**src/rtl/circle_point_generator_core_defines.svh**
```systemverilog
// Assertion macros used by the RTL core.
`ifndef CIRCLE_POINT_GENERATOR_CORE_DEFINES_SVH
`define CIRCLE_POINT_GENERATOR_CORE_DEFINES_SVH

// The consequent must hold in the same cycle as the antecedent.
`define CPG_ASSERT_SAME(label, clk, rst, ante, cons) \
  label: assert property (@(posedge clk) disable iff (rst) (ante) |-> (cons)) \
    else $error("cpg assertion failed");

// The consequent must hold in the cycle after the antecedent.
`define CPG_ASSERT_NEXT(label, clk, rst, ante, cons) \
  label: assert property (@(posedge clk) disable iff (rst) (ante) |=> (cons)) \
    else $error("cpg assertion failed");

`endif

```
**src/rtl/cpg_pkg.sv**
```systemverilog
package cpg_pkg;

  localparam int MAX_POINTS = 64;
  localparam int FRAC_BITS  = 30;

  localparam logic [2:0] REG_INNER_RADIUS = 3'd0;
  localparam logic [2:0] REG_OUTER_RADIUS = 3'd1;
  localparam logic [2:0] REG_POINT_COUNT  = 3'd2;
  localparam logic [2:0] REG_START_COS    = 3'd3;
  localparam logic [2:0] REG_START_SIN    = 3'd4;
  localparam logic [2:0] REG_STEP_COS     = 3'd5;
  localparam logic [2:0] REG_STEP_SIN     = 3'd6;

  localparam logic [30:0] INNER_RADIUS_RESET = 31'd65536;
  localparam logic [30:0] OUTER_RADIUS_RESET = 31'd65536;
  localparam logic [6:0]  POINT_COUNT_RESET  = 7'd64;
  localparam logic signed [31:0] START_COS_RESET = 32'sd1073741824;
  localparam logic signed [31:0] START_SIN_RESET = 32'sd0;
  localparam logic signed [31:0] STEP_COS_RESET  = 32'sd1068571464;
  localparam logic signed [31:0] STEP_SIN_RESET  = 32'sd105245103;

  typedef enum logic {
    ST_IDLE,
    ST_RUN
  } state_t;

  typedef enum logic [3:0] {
    STEP_BX,
    STEP_BY,
    STEP_TX,
    STEP_TY,
    STEP_CC,
    STEP_CS,
    STEP_SC,
    STEP_SS,
    STEP_COMMIT
  } step_t;

endpackage

```
**src/rtl/circle_point_generator_core.sv**
```systemverilog
// For each center point transferred in, the core emits point_count results (1 to 64; zero
// is taken as 1 and larger counts as 64), each holding one point on the base circle and one
// on the tool circle at the same angle, plus the point index and a last flag. All products go
// through a single shared 33 by 33 bit multiplier, eight times per point (four radius terms
// and four rotation products), followed by a commit step. The input is ready only while no item
// is in progress; a held output result stalls the commit cycle.
`include "circle_point_generator_core_defines.svh"

module circle_point_generator_core (
  input  logic               clk,
  input  logic               rst,
  input  logic               cfg_we,
  input  logic [2:0]         cfg_index,
  input  logic [31:0]        cfg_data,
  input  logic               in_valid,
  output logic               in_ready,
  input  logic signed [31:0] center_x,
  input  logic signed [31:0] center_y,
  output logic               out_valid,
  input  logic               out_ready,
  output logic signed [31:0] base_x,
  output logic signed [31:0] base_y,
  output logic signed [31:0] tool_x,
  output logic signed [31:0] tool_y,
  output logic [5:0]         ring_index,
  output logic               last
);
  import cpg_pkg::*;

  logic [30:0]        inner_radius;
  logic [30:0]        outer_radius;
  logic [6:0]         point_count;
  logic signed [31:0] start_cos;
  logic signed [31:0] start_sin;
  logic signed [31:0] step_cos;
  logic signed [31:0] step_sin;

  state_t state;
  state_t state_next;
  step_t  step;

  logic signed [31:0] cx;
  logic signed [31:0] cy;
  logic signed [31:0] cur_cos;
  logic signed [31:0] cur_sin;
  logic signed [31:0] nc_tmp;
  logic [5:0]         idx;

  logic signed [31:0] work_bx;
  logic signed [31:0] work_by;
  logic signed [31:0] work_tx;
  logic signed [31:0] work_ty;

  logic signed [32:0] mul_a;
  logic signed [32:0] mul_b;
  logic signed [65:0] prod;
  logic signed [65:0] acc;

  logic signed [31:0] place_centre;
  logic signed [36:0] place_sum;
  logic signed [31:0] place_res;
  logic signed [66:0] rot_sum;
  logic signed [31:0] rot_res;

  logic [6:0] count_eff;
  logic       last_point;
  logic       in_xfer;
  logic       out_load;

  function automatic logic signed [31:0] sat37(input logic signed [36:0] v);
    logic signed [31:0] r;
    if (v > 37'sd2147483647) begin
      r = 32'sh7fffffff;
    end else if (v < -37'sd2147483648) begin
      r = 32'sh80000000;
    end else begin
      r = v[31:0];
    end
    return r;
  endfunction

  always_ff @(posedge clk) begin
    if (rst) begin
      inner_radius <= INNER_RADIUS_RESET;
      outer_radius <= OUTER_RADIUS_RESET;
      point_count  <= POINT_COUNT_RESET;
      start_cos    <= START_COS_RESET;
      start_sin    <= START_SIN_RESET;
      step_cos     <= STEP_COS_RESET;
      step_sin     <= STEP_SIN_RESET;
    end else if (cfg_we) begin
      case (cfg_index)
        REG_INNER_RADIUS: inner_radius <= cfg_data[30:0];
        REG_OUTER_RADIUS: outer_radius <= cfg_data[30:0];
        REG_POINT_COUNT:  point_count  <= cfg_data[6:0];
        REG_START_COS:    start_cos    <= cfg_data;
        REG_START_SIN:    start_sin    <= cfg_data;
        REG_STEP_COS:     step_cos     <= cfg_data;
        REG_STEP_SIN:     step_sin     <= cfg_data;
        default: begin
        end
      endcase
    end
  end

  always_comb begin
    if (point_count == 7'd0) begin
      count_eff = 7'd1;
    end else if (point_count > 7'(MAX_POINTS)) begin
      count_eff = 7'(MAX_POINTS);
    end else begin
      count_eff = point_count;
    end
  end

  assign last_point = (({1'b0, idx} + 7'd1) == count_eff);

  always_comb begin
    state_next = state;
    case (state)
      ST_IDLE: begin
        if (in_valid) begin
          state_next = ST_RUN;
        end
      end
      ST_RUN: begin
        if (out_load && last_point) begin
          state_next = ST_IDLE;
        end
      end
      default: state_next = ST_IDLE;
    endcase
  end

  always_comb begin
    in_ready = 1'b0;
    out_load = 1'b0;
    case (state)
      ST_IDLE: in_ready = 1'b1;
      ST_RUN:  out_load = (step == STEP_COMMIT) && (!out_valid || out_ready);
      default: begin
      end
    endcase
  end

  assign in_xfer = in_valid && in_ready;

  always_comb begin
    case (step)
      STEP_BX: begin
        mul_a = {2'b00, inner_radius};
        mul_b = {cur_cos[31], cur_cos};
      end
      STEP_BY: begin
        mul_a = {2'b00, inner_radius};
        mul_b = {cur_sin[31], cur_sin};
      end
      STEP_TX: begin
        mul_a = {2'b00, outer_radius};
        mul_b = {cur_cos[31], cur_cos};
      end
      STEP_TY: begin
        mul_a = {2'b00, outer_radius};
        mul_b = {cur_sin[31], cur_sin};
      end
      STEP_CC: begin
        mul_a = {cur_cos[31], cur_cos};
        mul_b = {step_cos[31], step_cos};
      end
      STEP_CS: begin
        mul_a = {cur_sin[31], cur_sin};
        mul_b = {step_sin[31], step_sin};
      end
      STEP_SC: begin
        mul_a = {cur_sin[31], cur_sin};
        mul_b = {step_cos[31], step_cos};
      end
      STEP_SS: begin
        mul_a = {cur_cos[31], cur_cos};
        mul_b = {step_sin[31], step_sin};
      end
      default: begin
        mul_a = '0;
        mul_b = '0;
      end
    endcase
  end

  // The product register holds the result of the previous step, so each arm below
  // finishes the term that was multiplied in the previous step.
  always_comb begin
    case (step)
      STEP_BY, STEP_TY: place_centre = cx;
      default:          place_centre = cy;
    endcase
  end

  assign place_sum = {{5{place_centre[31]}}, place_centre} + {prod[65], prod[65:FRAC_BITS]};
  assign place_res = sat37(place_sum);

  always_comb begin
    if (step == STEP_SC) begin
      rot_sum = {acc[65], acc} - {prod[65], prod};
    end else begin
      rot_sum = {acc[65], acc} + {prod[65], prod};
    end
  end

  assign rot_res = sat37(rot_sum[66:FRAC_BITS]);

  always_ff @(posedge clk) begin
    if (rst) begin
      state     <= ST_IDLE;
      step      <= STEP_BX;
      idx       <= '0;
      out_valid <= 1'b0;
    end else begin
      state <= state_next;
      if (out_load) begin
        out_valid <= 1'b1;
      end else if (out_ready) begin
        out_valid <= 1'b0;
      end
      if (in_xfer) begin
        step <= STEP_BX;
        idx  <= '0;
      end else if (state == ST_RUN) begin
        if (step == STEP_COMMIT) begin
          if (out_load) begin
            step <= STEP_BX;
            idx  <= idx + 6'd1;
          end
        end else begin
          step <= step_t'(step + 4'd1);
        end
      end
    end
  end

  always_ff @(posedge clk) begin
    if (in_xfer) begin
      cx      <= center_x;
      cy      <= center_y;
      cur_cos <= start_cos;
      cur_sin <= start_sin;
    end else if (out_load) begin
      cur_cos <= nc_tmp;
      cur_sin <= rot_res;
    end
    if (state == ST_RUN && step != STEP_COMMIT) begin
      prod <= mul_a * mul_b;
    end
    case (step)
      STEP_BY: work_bx <= place_res;
      STEP_TX: work_by <= place_res;
      STEP_TY: work_tx <= place_res;
      STEP_CC: work_ty <= place_res;
      STEP_CS: acc     <= prod;
      STEP_SC: nc_tmp  <= rot_res;
      STEP_SS: acc     <= prod;
      default: begin
      end
    endcase
    if (out_load) begin
      base_x     <= work_bx;
      base_y     <= work_by;
      tool_x     <= work_tx;
      tool_y     <= work_ty;
      ring_index <= idx;
      last       <= last_point;
    end
  end

  `CPG_ASSERT_NEXT(a_accept_starts, clk, rst, in_xfer, state == ST_RUN && step == STEP_BX)
  `CPG_ASSERT_SAME(a_idle_at_first_step, clk, rst, in_ready, step == STEP_BX)
  `CPG_ASSERT_NEXT(a_steps_advance, clk, rst, state == ST_RUN && step != STEP_COMMIT,
                   state == ST_RUN && step != $past(step))
  `CPG_ASSERT_NEXT(a_last_ends_item, clk, rst, out_load && last_point,
                   in_ready && out_valid && last)

endmodule

```
**config.mk**
```make
export PLATFORM = sky130hd
export DESIGN_NAME = circle_point_generator_core
export DESIGN_NICKNAME = d
export VERILOG_FILES = /design/src/rtl/cpg_pkg.sv /design/src/rtl/circle_point_generator_core.sv
export VERILOG_INCLUDE_DIRS = /design/src /design/src/rtl
export SDC_FILE = /design/constraint.sdc
export NUM_CORES = 2
export LEC_CHECK = 0
export BUFFER_PORTS_ARGS = -buffer_cell sky130_fd_sc_hd__buf_2
export CORE_ASPECT_RATIO = 1.25
export CORE_MARGIN = 2
export CORE_UTILIZATION = 60
export DETAILED_ROUTE_END_ITERATION = 10
export GPL_TIMING_DRIVEN = 0
export PLACE_DENSITY = 0.86
export SLEW_MARGIN = 20
export SYNTH_ARGS = -nofsm -noshare
export SYNTH_HDL_FRONTEND = slang
export SYNTH_SLANG_ARGS = --single-unit
```
**constraint.sdc**
```tcl
create_clock -name clk -period 28.2 [get_ports clk]
set_input_delay 5.64 -clock clk [delete_from_list [all_inputs] [get_ports clk]]
set_output_delay 5.64 -clock clk [all_outputs]
set_load 0.1 [all_outputs]
```
# Word level (Yosys, flattened, before mapping)
# Cells that the tools add are included.
[classes]
eq_ne = 17
n_div = 0
multipliers = 1
muxes = 23
magnitude_cmp = 5
shifts = 0
n_reduce_logical = 29
addsub = 6
bitwise_logic = 1
[op_table]
columns = ["operator", "n"]
rows = [
  ["$mux 32", 9],
  ["$pmux 33 s4", 2],
  ["$gt 37x32->1 const B", 2],
  ["$lt 37x32->1 const B", 2],
  ["$add 66x66->67", 1],
  ["$mux 67", 1],
  ["$sub 66x66->67", 1],
  ["$mul 33x33->66", 1],
  ["$add 32x36->37", 1],
  ["$reduce_or 2->1", 9],
  ["$eq 4x3->1 const B", 4],
  ["$reduce_and 2->1", 8],
  ["$mux 7", 2],
  ["$eq 3x3->1 const B", 3],
  ["$eq 4x2->1 const B", 2],
  ["$mux 4", 2],
  ["$add 6x1->7 const B", 1],
  ["$eq 7x7->1", 1],
  ["$gt 7x7->1 const B", 1],
  ["$logic_not 7->1", 1],
  ["$add 6x1->6 const B", 1],
  ["$eq 3x2->1 const B", 2],
  ["$mux 1", 6],
  ["$add 4x1->4 const B", 1],
  ["other kinds (14)", 18],
]
[word_totals]
latchBits = 0
word_cells = 110
memories = 0
inputBits = 104
mem_bits_ro = 0
register_bits = 764
ram_bits = 0
out_inout_bits = 137

# Longest topological paths before layout
[depth]
ltp_word = 7
ltp_mapped = 38
mapped_depth_nobuf = 33

# Worst setup path before layout
# OpenSTA, ideal clock, no wires.
[synth_path]
kind = "flip-flop to flip-flop"
startpoint = "register step[2]"
endpoint = "register prod[63], data pin"
t_required_ns = 27.942
setup_ns = 0.258
stages_incl_launch_ff = 31
t_arrival_ns = 10.517
synth_period_minus_slack_ns = 10.775
n_path_buf = 3
slack_ns = 17.425
cell_sequence = "dfxtp_1 -> nor2b_1 -> o21a_1 -> clkbuf_1 -> a22o_1 -> a221o_1 -> clkbuf_1 -> nand2_1 -> fa_1 -> inv_1 -> fa_1 -> fa_1 -> fa_1 -> fa_1 -> fa_1 -> fa_1 -> inv_1 -> fa_1 -> inv_1 -> ha_1 -> clkbuf_1 -> a21o_1 -> a21o_1 -> a21oi_1 -> and2_1 -> a22o_1 -> a31o_2 -> o21ai_0 -> a41o_1 -> a21oi_1 -> xnor2_1"
[synth_between]
elab_chain_len = 4
word_cells_on_any_way = 19
classes_between = "1 x mul; 7 x eq/ne; 2 x mux; 9 x reduce/logical"
[synth_lines]
columns = ["element", "line", "source"]
rows = [
  ["start: declaration", "circle_point_generator_core.sv:40", "step_t step;"],
  ["start signal: assignment", "circle_point_generator_core.sv:234", "step <= step_t'(step + 4'd1);"],
  ["$eq 4x3->1, or another cell as far along", "circle_point_generator_core.sv:149", "case (step)"],
  ["$reduce_or 2->1 (no line)", "-", ""],
  ["$pmux 33 s4", "circle_point_generator_core.sv:149", ""],
  ["$mul 33x33->66 *", "circle_point_generator_core.sv:251", "prod <= mul_a * mul_b;"],
  ["end signal: assignment", "circle_point_generator_core.sv:251", ""],
  ["end: declaration", "circle_point_generator_core.sv:56", "logic signed [65:0] prod;"],
]
# Mark *: on every way between the ends. The rest lies on a longest branch, timed or not.
# A chain may end at the register's enable or synchronous reset.

# Final worst setup path
[layout_path]
startpoint = "register step[2]"
endpoint = "register prod[62], data pin"
# Same word-level chain as after synthesis.

==> impl_metrics.tcl <==
set metrics [dict create \
    status "finished clean" \
    async_flop_share 0 \
    postCtsSetupBuffers 0 \
    p_total_w 0.004405 \
    rsz0062_at_grt "false" \
    clock.fmax_ghz 0.06803 \
    routed_wl_mm 281.6 \
    ys_ff_latch 764 \
    synth_top_area_share 0.3158 \
    slew_viol_final 0 \
    clock_latency_ns 0.71 \
    synthTopCellsByArea "fa_1 32%, edfxtp_1 23%, nand2_1 6.2%, inv_1 6.1%, dfxtp_1 5.9%" \
    setup_viol_count_final 0 \
    crit_top_cell "fa_1" \
    crit_path_max_incr_delay_ns 0.92 \
    synthCells 7133 \
    placed_cell_area_mm2 0.07583 \
    grt_max_degree 84 \
    r2r_cells 32 \
    viasPerCell 6.331 \
    dp.cells 9008 \
    syn-mean-instance-area_um2 9.989 \
    crit_path_start "step[2]$_SDFFE_PP0P_" \
    p_per_area_mw_per_mm2 56.13 \
    drtPass1Iterations 9 \
    num_vias 58010 \
    yosysWarnings 0 \
    regArea_mm2 0.02085 \
    final_nets 9063 \
    io_buffers 240 \
    grt_pass1_wl_mm 404.2 \
    peakVddDrop_mv 0.08203 \
    synth_common_cells "1182 x nand2_1, 1151 x inv_1, 1124 x fa_1, 635 x nor2_1, 555 x edfxtp_1" \
    crit_fanout 10 \
    dp_hpwl_mm 223.1 \
    area_growth_pct 10.13 \
    hold_violations 0 \
    reg2reg_from "step[2]$_SDFFE_PP0P_" \
    worst_slew_pin_slew_ns 1.345 \
    hp-start "work_ty[5]$_DFFE_PP_" \
    antenna_found_initial 26 \
    die-area_mm2 0.1215 \
    startpoint_type "flip-flop" \
    relSlewSlack 0.1035 \
    synth_flop_cell "edfxtp_1" \
    yosysTopAreaCell "fa_1" \
    largestRegisters "acc: 66 flops, prod: 66 flops" \
    gp_congestion 1.122 \
    maxCapViolCount 0 \
    ant_nets 0 \
    ys_types 95 \
    timing.final.crit_share 0.5213 \
    cp.arrival_ns 15.05 \
    grt.total_usage 0.4691 \
    clk_pin_slew_worst_paths_ns 0.07 \
    yosysSeqAreaShare 0.2926 \
    worst-setup-path-type "flip-flop to flip-flop" \
    clkSinkCount 764 \
    hold_class "flip-flop to flip-flop" \
    holdBufCountCts 0 \
    io_pins 241 \
    setup_tns_ns 0 \
    grt_pass1_vias 60100 \
    endpoint "prod[62]$_DFFE_PP_" \
    routedWlPerCell_um 30.73 \
    drive_gt1_frac 0.08111 \
    root_buffer "clkbuf_16" \
    start_util 0.6037 \
    drt_iter0_markers 7550 \
    skew_ns 0.06111 \
    placementRows 141 \
    yosysMostFrequentCell "nand2_1" \
    finish.utilization 0.6649 \
    multi_input_area_mm2 0.04535 \
    critPathSlowestCell "clkbuf_1" \
    layout_min_cycle_time_ns 14.70 \
    synth_area_mm2 0.07125 \
    grt-ovfl-total 0 \
    chipWidth_um 312.2 \
    synth_edf_count 555 \
    cts.repair.resized 0 \
    timing.rr.end "prod[62]$_DFFE_PP_" \
    die_h_um 389.3 \
    cts_made_buffers 72 \
    drc_errors 0 \
    synth_fp_nets 8684 \
    fp.coreArea_mm2 0.1180 \
    layout.cells.non_filler 9164 \
    cts_tree "done" \
    final_cell_area_mm2 0.07847 \
    n_fill_cell 9166 \
    clockBufferDepth 3 \
    critical_path.endpoint_type "flip-flop" \
    htreeDepth 3 \
    rrSetupSlack_ns 13.50 \
    cp.required_ns 28.55 \
    power.leakage_nw 35.23 \
]
==> metal layers <==
layer  wire length, um  vias to the layer above  global-route usage
li1                  -                    23640                   -
met1             91630                    28700              0.5325
met2            125900                     4272              0.7261
met3             32510                     1392              0.1387
met4             31430                       14              0.4056
met5               125                        -            0.002791
==> stage by stage <==
step           hold WS (ns)  setup slack [ns]
2_1_floorplan        0.4003             17.43
3_3_place_gp         0.4002             12.29
3_5_place_dp         0.4045             14.30
4_1_cts              0.4194             14.27
5_1_grt              0.4190             13.70
6_report             0.4162             13.50
==> final cells by class <==
type	instances	area share
multi-input combinational	4872	0.5779
sequential	764	0.2657
buffer	344	0.01749
clock buffer	90	0.02435
inverter	1153	0.05525
tap	1573	0.02508
timing repair buffer	305	0.02550
clock inverter	42	0.008036
antenna	21	0.0006697
==> worst min path at each step <==
stage | to | cells after the start
2_1_floorplan | base_x[0]$_DFFE_PP_ | 0
3_3_place_gp | tool_x[14]$_DFFE_PP_ | 0
3_5_place_dp | base_x[10]$_DFFE_PP_ | 0
4_1_cts | base_y[13]$_DFFE_PP_ | 0
5_1_grt | tool_y[28]$_DFFE_PP_ | 0
6_report | tool_y[5]$_DFFE_PP_ | 0
==> critical path, delay by kind of cell (launching register included) <==
family                     cells  cell delay (ns)
and+or+nand+nor                6             2.33
DFF                            1             0.42
xor gates and xnor gates       1             0.79
buffers and inverters          9             3.16
adders and majority gates      9             4.49
AOI/OAI and AO/OA              7             3.12
==> power breakdown <==
group          internal, W  total [W]  switching [W]
registers          0.00133    0.00140      0.0000749
logic             0.000580    0.00194        0.00136
clock network     0.000588    0.00106       0.000477
total              0.00249    0.00440        0.00191
==> cells by family after synthesis <==
group,after synthesis,synth area share
AOI/OAI and AO/OA,1002,0.09514
xor gates and xnor gates,213,0.02639
adders and majority gates,1447,0.3725
buffers and inverters,1497,0.07953
DFF,764,0.2926
muxes,42,0.006480
and+or+nand+nor,2168,0.1273
==> cell usage in the layout, fill, tap and decap left out, types with 49 or more instances in the layout <==
cell / n
a21o_1: 96
a21oi_1: 364
a221o_1: 63
a22o_1: 65
buf_2: 257
clkbuf_1: 297
clkbuf_16: 73
dfxtp_1: 209
edfxtp_1: 555
fa_1: 1122
ha_1: 323
inv_1: 1150
nand2_1: 1181
nand4_1: 49
nor2_1: 635
o21ai_0: 136
xnor2_1: 125
xor2_1: 86
(Power assumes the default switching activity.)
